<file path="src/rtl/assert_macros.svh">
// Assertion helpers shared by the RTL.
`ifndef ASSERT_MACROS_SVH
`define ASSERT_MACROS_SVH

// Checked on every clock edge outside reset.
`define LSS_ASSERT(lbl, prop, msg) \
  lbl: assert property (@(posedge clk) disable iff (!rst_n) prop) else $error(msg);

// Checked on every clock edge, reset included.
`define LSS_ASSERT_ALWAYS(lbl, prop, msg) \
  lbl: assert property (@(posedge clk) prop) else $error(msg);

`endif

</file>
<file path="src/rtl/lss_pkg.sv">
`default_nettype none

package lss_pkg;

  localparam int unsigned DEPTH_DEF = 16;
  localparam int unsigned WORD_W    = 32;
  localparam int unsigned CNT_W     = 5;

  typedef enum logic [1:0] {
    REQ_PUSH   = 2'd0,
    REQ_POP    = 2'd1,
    REQ_PEEK   = 2'd2,
    REQ_SEARCH = 2'd3
  } req_t;

  typedef enum logic [1:0] {
    ST_OK    = 2'd0,
    ST_UNDER = 2'd1,
    ST_OVER  = 2'd2
  } status_t;

  typedef enum logic [1:0] {
    S_IDLE,
    S_READ,
    S_SCAN,
    S_DONE
  } back_state_t;

  typedef struct packed {
    logic [1:0]               req_type;
    logic signed [WORD_W-1:0] value;
  } in_t;

  typedef struct packed {
    logic signed [WORD_W-1:0] data_out;
    logic                     found;
    logic [CNT_W-1:0]         entry_count;
    logic [1:0]               status;
  } out_t;

  typedef struct packed {
    req_t              op;
    logic [WORD_W-1:0] value;
  } q_item_t;

  // front to back: head of the request queue
  typedef struct packed {
    logic    valid;
    q_item_t item;
  } q_head_t;

endpackage

`default_nettype wire

</file>
<file path="src/rtl/lss_ram.sv">
`default_nettype none

module lss_ram #(
  parameter int unsigned WIDTH = lss_pkg::WORD_W,
  parameter int unsigned DEPTH = lss_pkg::DEPTH_DEF
) (
  input  wire logic                     clk,
  input  wire logic                     we,
  input  wire logic [$clog2(DEPTH)-1:0] wr_addr,
  input  wire logic [WIDTH-1:0]         wr_data,
  input  wire logic [$clog2(DEPTH)-1:0] rd_addr,
  output logic      [WIDTH-1:0]         rd_data
);

  logic [WIDTH-1:0] mem [DEPTH];

  always_ff @(posedge clk) begin
    if (we) begin
      mem[wr_addr] <= wr_data;
    end
    rd_data <= mem[rd_addr];
  end

endmodule

`default_nettype wire

</file>
<file path="src/rtl/lss_front.sv">
`default_nettype none

`include "assert_macros.svh"

module lss_front (
  input  wire logic           clk,
  input  wire logic           rst_n,
  input  wire logic           in_valid,
  output logic                in_stall,
  input  wire lss_pkg::in_t   in_data,
  output lss_pkg::q_head_t    q_head,
  input  wire logic           q_take
);

  lss_pkg::q_item_t q_r [2];
  logic             wr_ptr_r, wr_ptr_nxt;
  logic             rd_ptr_r, rd_ptr_nxt;
  logic [1:0]       cnt_r, cnt_nxt;
  logic             accept;
  lss_pkg::q_item_t item;

  assign in_stall = (cnt_r == 2'd2);
  assign accept   = in_valid && !in_stall;

  // classify the request code
  always_comb begin
    item.value = in_data.value;
    case (in_data.req_type)
      lss_pkg::REQ_PUSH: item.op = lss_pkg::REQ_PUSH;
      lss_pkg::REQ_POP:  item.op = lss_pkg::REQ_POP;
      lss_pkg::REQ_PEEK: item.op = lss_pkg::REQ_PEEK;
      default:           item.op = lss_pkg::REQ_SEARCH;
    endcase
  end

  always_comb begin
    wr_ptr_nxt = wr_ptr_r;
    rd_ptr_nxt = rd_ptr_r;
    cnt_nxt    = cnt_r;
    if (accept) begin
      wr_ptr_nxt = !wr_ptr_r;
    end
    if (q_take) begin
      rd_ptr_nxt = !rd_ptr_r;
    end
    if (accept && !q_take) begin
      cnt_nxt = cnt_r + 2'd1;
    end else if (!accept && q_take) begin
      cnt_nxt = cnt_r - 2'd1;
    end
  end

  always_ff @(posedge clk) begin
    if (!rst_n) begin
      wr_ptr_r <= 1'b0;
      rd_ptr_r <= 1'b0;
      cnt_r    <= 2'd0;
    end else begin
      wr_ptr_r <= wr_ptr_nxt;
      rd_ptr_r <= rd_ptr_nxt;
      cnt_r    <= cnt_nxt;
    end
  end

  always_ff @(posedge clk) begin
    if (accept) begin
      q_r[wr_ptr_r] <= item;
    end
  end

  assign q_head.valid = (cnt_r != 2'd0);
  assign q_head.item  = q_r[rd_ptr_r];

  `LSS_ASSERT(a_take_nonempty, q_take |-> (cnt_r != 2'd0), "queue read while empty")
  `LSS_ASSERT(a_cnt_grows,
              (accept && !q_take) |=> (cnt_r == $past(cnt_r) + 2'd1),
              "queue count lost a beat")

endmodule

`default_nettype wire

</file>
<file path="src/rtl/lss_back.sv">
`default_nettype none

`include "assert_macros.svh"

module lss_back #(
  parameter int unsigned DEPTH = lss_pkg::DEPTH_DEF
) (
  input  wire logic             clk,
  input  wire logic             rst_n,
  input  wire lss_pkg::q_head_t q_head,
  output logic                  q_take,
  output logic                  out_valid,
  input  wire logic             out_stall,
  output lss_pkg::out_t         out_data
);

  localparam int unsigned IW = $clog2(DEPTH);
  localparam int unsigned FW = $clog2(DEPTH + 1);

  lss_pkg::back_state_t state_r, state_nxt;
  logic [FW-1:0]        fill_r, fill_nxt;
  logic [FW-1:0]        fill_m1, fill_p1;
  logic [lss_pkg::WORD_W-1:0] value_r, value_nxt;
  logic [IW-1:0]        scan_idx_r, scan_idx_nxt;
  logic                 issued_all_r, issued_all_nxt;
  logic                 cmp_vld_r, cmp_vld_nxt;
  logic                 cmp_last_r, cmp_last_nxt;
  lss_pkg::out_t        res_r, res_nxt;
  lss_pkg::out_t        out_r, out_nxt;
  logic                 out_valid_r, out_valid_nxt;
  logic                 out_free;
  logic                 full, empty;
  logic                 ram_we;
  logic [IW-1:0]        rd_addr;
  logic [lss_pkg::WORD_W-1:0] rd_data;

  function automatic logic [lss_pkg::CNT_W-1:0] to_cnt(input logic [FW-1:0] f);
    logic [FW+lss_pkg::CNT_W-1:0] ext;
    ext    = {{lss_pkg::CNT_W{1'b0}}, f};
    to_cnt = ext[lss_pkg::CNT_W-1:0];
  endfunction

  assign fill_m1  = fill_r - FW'(1);
  assign fill_p1  = fill_r + FW'(1);
  assign full     = (fill_r == FW'(DEPTH));
  assign empty    = (fill_r == '0);
  assign out_free = !out_valid_r || !out_stall;

  always_comb begin
    state_nxt      = state_r;
    fill_nxt       = fill_r;
    value_nxt      = value_r;
    scan_idx_nxt   = scan_idx_r;
    issued_all_nxt = issued_all_r;
    cmp_vld_nxt    = 1'b0;
    cmp_last_nxt   = cmp_last_r;
    res_nxt        = res_r;
    out_nxt        = out_r;
    out_valid_nxt  = out_valid_r && out_stall;
    q_take         = 1'b0;
    ram_we         = 1'b0;
    rd_addr        = scan_idx_r;

    case (state_r)
      lss_pkg::S_IDLE: begin
        rd_addr = fill_m1[IW-1:0];
        if (q_head.valid) begin
          q_take              = 1'b1;
          value_nxt           = q_head.item.value;
          res_nxt             = '0;
          res_nxt.entry_count = to_cnt(fill_r);
          res_nxt.status      = lss_pkg::ST_OK;
          state_nxt           = lss_pkg::S_DONE;
          case (q_head.item.op)
            lss_pkg::REQ_PUSH: begin
              if (full) begin
                res_nxt.status = lss_pkg::ST_OVER;
              end else begin
                ram_we              = 1'b1;
                fill_nxt            = fill_p1;
                res_nxt.entry_count = to_cnt(fill_p1);
              end
            end
            lss_pkg::REQ_POP: begin
              if (empty) begin
                res_nxt.status = lss_pkg::ST_UNDER;
              end else begin
                fill_nxt            = fill_m1;
                res_nxt.entry_count = to_cnt(fill_m1);
                state_nxt           = lss_pkg::S_READ;
              end
            end
            lss_pkg::REQ_PEEK: begin
              if (empty) begin
                res_nxt.status = lss_pkg::ST_UNDER;
              end else begin
                state_nxt = lss_pkg::S_READ;
              end
            end
            lss_pkg::REQ_SEARCH: begin
              if (!empty) begin
                scan_idx_nxt   = '0;
                issued_all_nxt = 1'b0;
                state_nxt      = lss_pkg::S_SCAN;
              end
            end
            default: ;
          endcase
        end
      end
      lss_pkg::S_READ: begin
        res_nxt.data_out = rd_data;
        state_nxt        = lss_pkg::S_DONE;
      end
      lss_pkg::S_SCAN: begin
        // one read issued per cycle, compared on the next
        if (!issued_all_r) begin
          cmp_vld_nxt  = 1'b1;
          cmp_last_nxt = (scan_idx_r == fill_m1[IW-1:0]);
          if (scan_idx_r == fill_m1[IW-1:0]) begin
            issued_all_nxt = 1'b1;
          end else begin
            scan_idx_nxt = scan_idx_r + IW'(1);
          end
        end
        if (cmp_vld_r && (rd_data == value_r)) begin
          res_nxt.found = 1'b1;
          state_nxt     = lss_pkg::S_DONE;
        end else if (cmp_vld_r && cmp_last_r) begin
          state_nxt = lss_pkg::S_DONE;
        end
      end
      lss_pkg::S_DONE: begin
        if (out_free) begin
          out_nxt       = res_r;
          out_valid_nxt = 1'b1;
          state_nxt     = lss_pkg::S_IDLE;
        end
      end
      default: begin
        state_nxt = lss_pkg::S_IDLE;
      end
    endcase
  end

  always_ff @(posedge clk) begin
    if (!rst_n) begin
      state_r      <= lss_pkg::S_IDLE;
      fill_r       <= '0;
      issued_all_r <= 1'b0;
      cmp_vld_r    <= 1'b0;
      out_valid_r  <= 1'b0;
    end else begin
      state_r      <= state_nxt;
      fill_r       <= fill_nxt;
      issued_all_r <= issued_all_nxt;
      cmp_vld_r    <= cmp_vld_nxt;
      out_valid_r  <= out_valid_nxt;
    end
  end

  always_ff @(posedge clk) begin
    value_r    <= value_nxt;
    scan_idx_r <= scan_idx_nxt;
    cmp_last_r <= cmp_last_nxt;
    res_r      <= res_nxt;
    out_r      <= out_nxt;
  end

  lss_ram #(
    .WIDTH (lss_pkg::WORD_W),
    .DEPTH (DEPTH)
  ) u_store (
    .clk     (clk),
    .we      (ram_we),
    .wr_addr (fill_r[IW-1:0]),
    .wr_data (q_head.item.value),
    .rd_addr (rd_addr),
    .rd_data (rd_data)
  );

  assign out_valid = out_valid_r;
  assign out_data  = out_r;

  `LSS_ASSERT(a_fill_bound, fill_r <= FW'(DEPTH), "fill level beyond depth")
  `LSS_ASSERT(a_scan_nonempty,
              (state_r == lss_pkg::S_SCAN) |-> !empty,
              "search walk on empty store")
  `LSS_ASSERT(a_read_after_idle,
              (state_r == lss_pkg::S_READ) |-> ($past(state_r) == lss_pkg::S_IDLE),
              "read stage entered out of turn")

endmodule

`default_nettype wire

</file>
<file path="src/rtl/lifo_stack_with_search.sv">
`default_nettype none

// Bounded LIFO of signed 32-bit words with push, pop, peek and search requests; one
// result beat per request beat, in order. A two-beat request queue decouples the input
// from the executing back end, so requests are taken while a result waits on out_stall.
// Path through the back end: push, errors and empty search go from idle to done; pop/peek
// pass a read state for the registered store read; search walks the store through its
// single read port, one entry per cycle, until a hit or the last entry. A pop or peek of
// an empty stack returns status underflow with data 0; a push onto a full stack is
// dropped with status overflow. entry_count is the fill level after the request, low
// five bits. No clearing pass after reset.
module lifo_stack_with_search #(
  parameter int unsigned DEPTH = lss_pkg::DEPTH_DEF
) (
  input  wire logic         clk,
  input  wire logic         rst_n,
  input  wire logic         in_valid,
  output logic              in_stall,
  input  wire lss_pkg::in_t in_data,
  output logic              out_valid,
  input  wire logic         out_stall,
  output lss_pkg::out_t     out_data
);

  lss_pkg::q_head_t q_head;
  logic             q_take;

  lss_front u_front (
    .clk      (clk),
    .rst_n    (rst_n),
    .in_valid (in_valid),
    .in_stall (in_stall),
    .in_data  (in_data),
    .q_head   (q_head),
    .q_take   (q_take)
  );

  lss_back #(
    .DEPTH (DEPTH)
  ) u_back (
    .clk       (clk),
    .rst_n     (rst_n),
    .q_head    (q_head),
    .q_take    (q_take),
    .out_valid (out_valid),
    .out_stall (out_stall),
    .out_data  (out_data)
  );

endmodule

`default_nettype wire

</file>
<file path="config.mk">
export PLATFORM = sky130hd
export DESIGN_NAME = lifo_stack_with_search
export DESIGN_NICKNAME = d
export VERILOG_FILES = /design/src/rtl/lss_pkg.sv /design/src/rtl/lss_ram.sv /design/src/rtl/lss_front.sv /design/src/rtl/lss_back.sv /design/src/rtl/lifo_stack_with_search.sv
export VERILOG_INCLUDE_DIRS = /design/src /design/src/rtl
export SDC_FILE = /design/constraint.sdc
export NUM_CORES = 1
export LEC_CHECK = 0
export ABC_AREA = 1
export BUFFER_PORTS_ARGS = -buffer_cell sky130_fd_sc_hd__buf_4
export CAP_MARGIN = 20
export CELL_PAD_IN_SITES_DETAIL_PLACEMENT = 0
export CELL_PAD_IN_SITES_GLOBAL_PLACEMENT = 2
export CORE_MARGIN = 2
export CORE_UTILIZATION = 41
export CTS_CLUSTER_SIZE = 10
export DETAILED_ROUTE_END_ITERATION = 6
export PLACE_DENSITY_LB_ADDON = 0.12
export REMOVE_ABC_BUFFERS = 1
export SETUP_SLACK_MARGIN = 0.3
export SLEW_MARGIN = 20
export SYNTH_ARGS = -nofsm -noshare
export SYNTH_HDL_FRONTEND = slang
export SYNTH_SLANG_ARGS = --single-unit
</file>
<file path="constraint.sdc">
create_clock -name clk -period 5.1 [get_ports clk]
set_input_delay 0 -clock clk [delete_from_list [all_inputs] [get_ports clk]]
set_output_delay 0 -clock clk [all_outputs]
set_load 0.03 [all_outputs]
</file>
==> flow_summary_export.csv, run 1 <==
group,metric,value,unit
worst_setup_path,critPathLaunchType,"register",
timing,fin_crit_sh,0.708,
worst_setup_path,critPathKind,"reg -> reg",
floorplanning,fp.dieH,267,um
route,drt_wl_total,75.3,mm
timing,drv_slew,0,
synth,yosysSeqAreaShare,0.769,
global_routing,grt_pass1_wl,111,mm
finish,final_util,0.483,
route,drtAntennaViolNets,0,
power,power.density,666,nW/um^2
timing,rsz0062_at_grt,"false",
placed_design,port_buffers,79,
placed_design,dpl.hpwl,39.6,mm
synth,synth_cell_types,34,
route,drc,0,
worst_setup_path,crit_required,5.67,ns
floorplanning,die_w,267,um
finish,drive_gt1_frac,0.130,
power,p_leak,0.0113,uW
synth,synth-adder-area-share,0.00616,
synth,synth.area.top_cells,"edfxtp_1 (74%), o21ai_0 (4.5%), nor2_1 (4.0%)",
global_routing,gr-usage-all-layers,0.213,
worst_setup_path,path_max_fanout,98,
worst_setup_path,crit_path_end_kind,"register",
clock_tree,htreeDepth,3,
synth,synth_xor_area_frac,0.00612,
timing,slew_headroom,0.263,
worst_setup_path,startpoint,"u_back.state_r[1]",
floorplanning,start_util,0.415,
clock_tree,clock_sinks,744,
worst_setup_path,r2r_start,"u_back.state_r[1]",
synth,synth_ff_type,"edfxtp_1",
global_routing,overflow,0,
worst_setup_path,crit_path_end,"u_back.u_store.rd_data[12]",
route,wl_per_cell,24.0,um
floorplanning,io_pins,80,
clock_tree,tritoncts,"built",
clock_tree,clk-insertion-delay-late,0.65,ns
synth,synth.most_common_cell,"edfxtp_1",
global_routing,grt_pass1_vias,16600,
outcome,status,"completed",
power,vdd_ir_drop_max,0.733,mV
synth,yosysWarnings,0,
synth,async_reset_ff_frac,0,
timing,fin_crit,3.61,ns
timing,fin_tns_setup,0,ns
clock_tree,cts_buffers,86,
worst_hold_path,hold_class,"in -> reg",
finish,syn2layout_area_growth,16.6,%
global_routing,antenna_found_initial,0,
worst_setup_path,cp.arrival,4.18,ns
synth,avgSynthCellArea,14.1,um^2
floorplanning,coreArea,68600,um^2
finish,fin_nets,2202,
clock_tree,path_clk_slew,0.05,ns
worst_setup_path,r2r_slack,1.49,ns
synth,synthMuxAreaShare,0.0127,
timing,fin_skew,0.0318,ns
synth,synthTopCellsByCount,"edfxtp_1 (697), nor2_1 (304), o21ai_0 (253)",
synth,synth_compound_area_frac,0.103,
synth,netlist_instances,2022,
timing,fmaxAchievable,277,MHz
synth,syn-cell-area,28400,um^2
clock_tree,cts_buffer_depth,3,
worst_setup_path,r2r_end,"u_back.u_store.rd_data[12]",
route,vias_per_cell,5.36,
route,first_pass_iters,5,
synth,synth_top_family_by_area,"compound AO/OA/AOI/OAI gates",
timing,worstMarginPinSlew,1.10,ns
route,dr_total_vias,16800,
floorplanning,rows,96,
synth,synthSimpleGateAreaFrac,0.0689,
worst_setup_path,r2r_cells,11,
clock_tree,cts-root-buf,"clkbuf_16",
floorplanning,dieArea,71500,um^2
global_routing,grt_start_max_net_pins,161,
synth,yosys.area.top_type,"edfxtp_1",
placed_design,gp_congestion,0.769,
timing,setup_viol,0,
timing,hold_violations,0,
synth,yosysTopAreaCellShare,0.736,
synth,ys_ff_latch,744,
synth,synth_edf_count,697,
finish,final.fill_count,5933,
route,drt_iter0_markers,1409,
job,cap_viol_max_count,0,
==> how the worst min path moves through the flow <==
stage,startpoint,to,slack (ns),cells after the start
2_1_floorplan,in_data[0],u_front.q_r[0][0],0.1,0
3_5_place_dp,in_data[20],u_front.q_r[0][20],0.19,1
6_report,in_data[20],u_front.q_r[0][20],0.08,2
3_3_place_gp,in_data[19],u_front.q_r[0][19],0.19,1
5_1_grt,in_data[20],u_front.q_r[1][20],0.06,2
4_1_cts,in_data[20],u_front.q_r[0][20],0.04,2
==> worst max-delay path, stage by stage, from the launching register on <==
cell and delay (ns):
dfxtp_1 0.34, inv_1 0.10, ha_1 0.52, inv_2 0.17, nand2_1 0.19, nand2_8 0.30
inv_6 0.61, buf_12 0.42, o21ai_0 0.14, o22ai_1 0.29, o211ai_1 0.12, nand2_1 0.10
==> kinds of logic after synthesis <==
family,Yosys count
flops,744
simple gates,502
compound gates,482
buf+inv,229
mux,32
xor+xnor,19
fa+ha+maj,14
==> area by class of cell <==
class	count	area (um^2)	area share
inverter	112	425	0.0128
antenna	1	2.50	0.0000755
clock inverter	11	138	0.00415
tap	931	1160	0.0351
multi-input combinational	1049	5790	0.175
clock buffer	135	2360	0.0711
timing repair buffer	157	1400	0.0421
sequential	744	21900	0.660
==> power by group <==
| group | total [uW] | switching (uW) | internal (uW) |
|---|---|---|---|
| registers | 8380 | 342 | 8040 |
| logic | 8130 | 5880 | 2250 |
| clock network | 5580 | 2370 | 3210 |
==> what timing repair did <==
item                      CTS  global route
setup buffers               0             0
resized for setup           0             0
hold buffers               37             0
hold endpoints to repair   83             0
==> per-stage QoR <==
stage | setup WS (ns) | instance area (um^2) | hold WS (ns) | total power (uW) | std cells
after floorplan | -0.904 | 27900 | 0.0989 | 13400 | 1905
after global placement | 1.64 | 30300 | 0.186 | 16700 | 2956
after detailed placement | 1.56 | 30300 | 0.187 | 16700 | 2956
after CTS | 1.54 | 33100 | 0.0354 | 22400 | 3139
after global routing | 1.29 | 33100 | 0.0605 | 23400 | 3139
final | 1.49 | 33100 | 0.0799 | 22100 | 3140
==> layout by cell type (no fill, tap or decap), types with 5 or more instances in the layout <==
cell type and count:
nand3_1 36, ha_1 13, nor2_1 285, a21oi_1 18, nor2_4 19, xor2_1 6
nand2_1 149, o221ai_1 86, buf_4 110, o21ai_0 253, o21ai_1 26, clkbuf_1 47
mux2_2 32, buf_12 10, xnor2_1 12, edfxtp_1 697, clkbuf_16 86, o211ai_1 46
o22ai_1 45, dlygate4sd3_1 37, dfxtp_1 46, inv_2 5, inv_1 106
==> state kept, by name (all words and copies together) (netlist names), named ones only <==
register	flops
u_back.u_store.mem	512
u_front.q_r	68
u_back.out_data	40
u_back.res_r	40
u_back.u_store.rd_data	32
u_back.value_r	32
u_back.fill_r	5
u_back.scan_idx_r	4
u_back.state_r	2
u_front.cnt_r	2
u_back.cmp_last_r	1
u_back.cmp_vld_r	1
u_back.issued_all_r	1
u_back.out_valid	1
u_front.rd_ptr_r	1
u_front.wr_ptr_r	1
==> per-layer routing <==
metal / track usage / up-vias / wire length [um]
li1: - / 7744 / -
met1: 0.301 / 8543 / 34600
met2: 0.346 / 436 / 36000
met3: 0.0289 / 105 / 3200
met4: 0.0603 / 0 / 1430
met5: 0 / - / 0
Power figures use the tool's default switching activity.
==> inputs of run 2 (changes only) <==
==> constraint.sdc (replaced) <==
create_clock -name clk -period 3 [get_ports clk]
set_input_delay 0 -clock clk [delete_from_list [all_inputs] [get_ports clk]]
set_output_delay 0 -clock clk [all_outputs]
set_load 0.03 [all_outputs]
==> flow_summary_export.csv, run 2 (same netlist as run 1, synthesis figures left out) <==
group,metric,value,unit
outcome,status,"completed",
placed_design,preCtsSetupSlack,0.250,ns
route,drt_iter0_markers,1347,
floorplanning,dieArea,71500,um^2
timing,fin_crit_sh,0.856,
clock_tree,htreeDepth,3,
finish,largest-register,"u_back.u_store.mem",
global_routing,grt_pass1_wl,110,mm
floorplanning,start_util,0.415,
power,p_leak,0.0115,uW
global_routing,grt_start_max_net_pins,105,
power,p_int,23900,uW
route,drc,0,
worst_setup_path,startpoint,"u_back.state_r[0]",
timing,drv_slew,0,
worst_setup_path,r2r_slack,0.43,ns
clock_tree,path_clk_slew,0.06,ns
floorplanning,die_w,267,um
floorplanning,rows,96,
route,vias_per_cell,5.30,
global_routing,gr-usage-all-layers,0.212,
timing,fin_crit,2.57,ns
worst_setup_path,crit_required,3.55,ns
global_routing,grt_pass1_vias,16900,
route,first_pass_iters,5,
finish,syn2layout_area_growth,18.7,%
finish,drive_gt1_frac,0.144,
power,power,38700,uW
clock_tree,cts-root-buf,"clkbuf_16",
worst_setup_path,crit_path_end_kind,"register",
route,drt_wl_total,74.9,mm
timing,hold_violations,0,
global_routing,overflow,0,
floorplanning,coreArea,68600,um^2
worst_setup_path,critPathKind,"reg -> reg",
placed_design,port_buffers,79,
clock_tree,clock_sinks,744,
timing,setup_viol,0,
finish,antennaDiodeCount,0,
worst_hold_path,hold_class,"in -> reg",
power,clkPwrFrac,0.249,
global_routing,antenna_found_initial,0,
worst_setup_path,r2r_start,"u_back.state_r[0]",
finish,fin_nets,2232,
power,power.density,1150,nW/um^2
clock_tree,cts_buffer_depth,3,
timing,worstMarginPinSlew,0.821,ns
route,wl_per_cell,23.6,um
worst_setup_path,r2r_cells,11,
worst_setup_path,r2r_end,"u_back.u_store.rd_data[26]",
placed_design,place_area,30800,um^2
finish,layout_common_cells,"edfxtp_1 (697), nor2_1 (284), o21ai_0 (252)",
clock_tree,cts_buffers,86,
timing,fin_skew,0.0253,ns
timing,fmaxAchievable,390,MHz
timing,layout_setup_ws,0.433,ns
worst_setup_path,crit_path_end,"u_back.u_store.rd_data[26]",
power,power_frac_seq,0.367,
power,switching_share,0.382,
floorplanning,io_pins,80,
finish,reg.largest.list,"u_back.u_store.mem x512, u_front.q_r x68",
placed_design,gp_congestion,0.751,
floorplanning,fp.dieH,267,um
power,vdd_ir_drop_max,1.19,mV
job,cap_viol_max_count,0,
power,p_comb_frac,0.383,
route,dr_total_vias,16800,
timing,rsz0062_at_grt,"true",
worst_setup_path,path_max_fanout,93,
worst_setup_path,cp.arrival,3.12,ns
finish,fin_cells,3176,
placed_design,place_inst,2985,
power,power.switching,14800,uW
finish,largest_register_ff_count,512,
route,drtAntennaViolNets,0,
clock_tree,clk-insertion-delay-late,0.63,ns
worst_setup_path,critPathLaunchType,"register",
timing,slew_headroom,0.453,
clock_tree,tritoncts,"built",
finish,final_area,33700,um^2
placed_design,dpl.hpwl,41.7,mm
finish,layout_commonest_cell,"edfxtp_1",
run 2: layout make-up:
class | instances | area (um^2)
clock buffer | 147 | 2500
clock inverter | 6 | 73.8
fill | 5886 | 34800
inverter | 112 | 425
multi-input combinational | 1049 | 5800
sequential | 744 | 21900
tap | 931 | 1160
timing repair buffer | 187 | 1910
run 2: how the worst min path moves through the flow:
stage / startpoint / to / slack (ns) / depth (start not counted)
2_1_floorplan: in_data[0] / u_front.q_r[0][0] / 0.1 / 0
3_3_place_gp: in_data[3] / u_front.q_r[0][3] / 0.18 / 1
3_5_place_dp: in_data[18] / u_front.q_r[1][18] / 0.19 / 1
4_1_cts: in_valid / u_front.wr_ptr_r / 0.01 / 5
5_1_grt: in_data[30] / u_front.q_r[0][30] / 0.09 / 2
6_report: in_valid / u_front.wr_ptr_r / 0.05 / 5
run 2: timing repair:
action / CTS / global route
setup buffers: 0 / 2
hold buffers: 36 / 0
endpoints found under the hold margin: 93 / 0
endpoints found under the setup margin: 40 / 507
resized for setup: 3 / 6
pin swaps: 0 / 2
run 2: power by group through the flow:
stage	clock, uW	combinational, uW	sequential (uW)
global route	10300	16300	14300
global placement	0	14900	14400
finish	9630	14800	14200
detailed placement	0	14900	14400
CTS	9870	15000	14200
floorplan	0	8100	14400
run 2: metal layers:
| layer | GRT usage | share of wire | vias to the layer above | wire, um |
|---|---|---|---|---|
| li1 | - | - | 7816 | - |
| met1 | 0.287 | 0.44 | 8483 | 33200 |
| met2 | 0.350 | 0.48 | 437 | 36100 |
| met3 | 0.0337 | 0.052 | 94 | 3880 |
| met4 | 0.0683 | 0.023 | 0 | 1750 |
| met5 | 0 | 0 | - | 0 |
run 2: through the flow:
step | TNS [ns] | utilization | hold slack, ns
6_report | 0 | 0.492 | 0.0462
5_1_grt | 0 | 0.492 | 0.0866
4_1_cts | 0 | 0.491 | 0.0149
3_5_place_dp | 0 | 0.448 | 0.187
3_3_place_gp | 0 | 0.448 | 0.184
2_1_floorplan | -1507.33 | - | 0.0989
run 2: critical path: stages (launching register included):
cell      delay [ns]
dfxtp_1         0.39
inv_1           0.08
ha_1            0.22
buf_4           0.19
nand2_1         0.17
nand2_8         0.19
inv_6           0.15
buf_12          0.26
o21ai_0         0.14
o221ai_1        0.25
o211ai_1        0.18
nand2_1         0.09
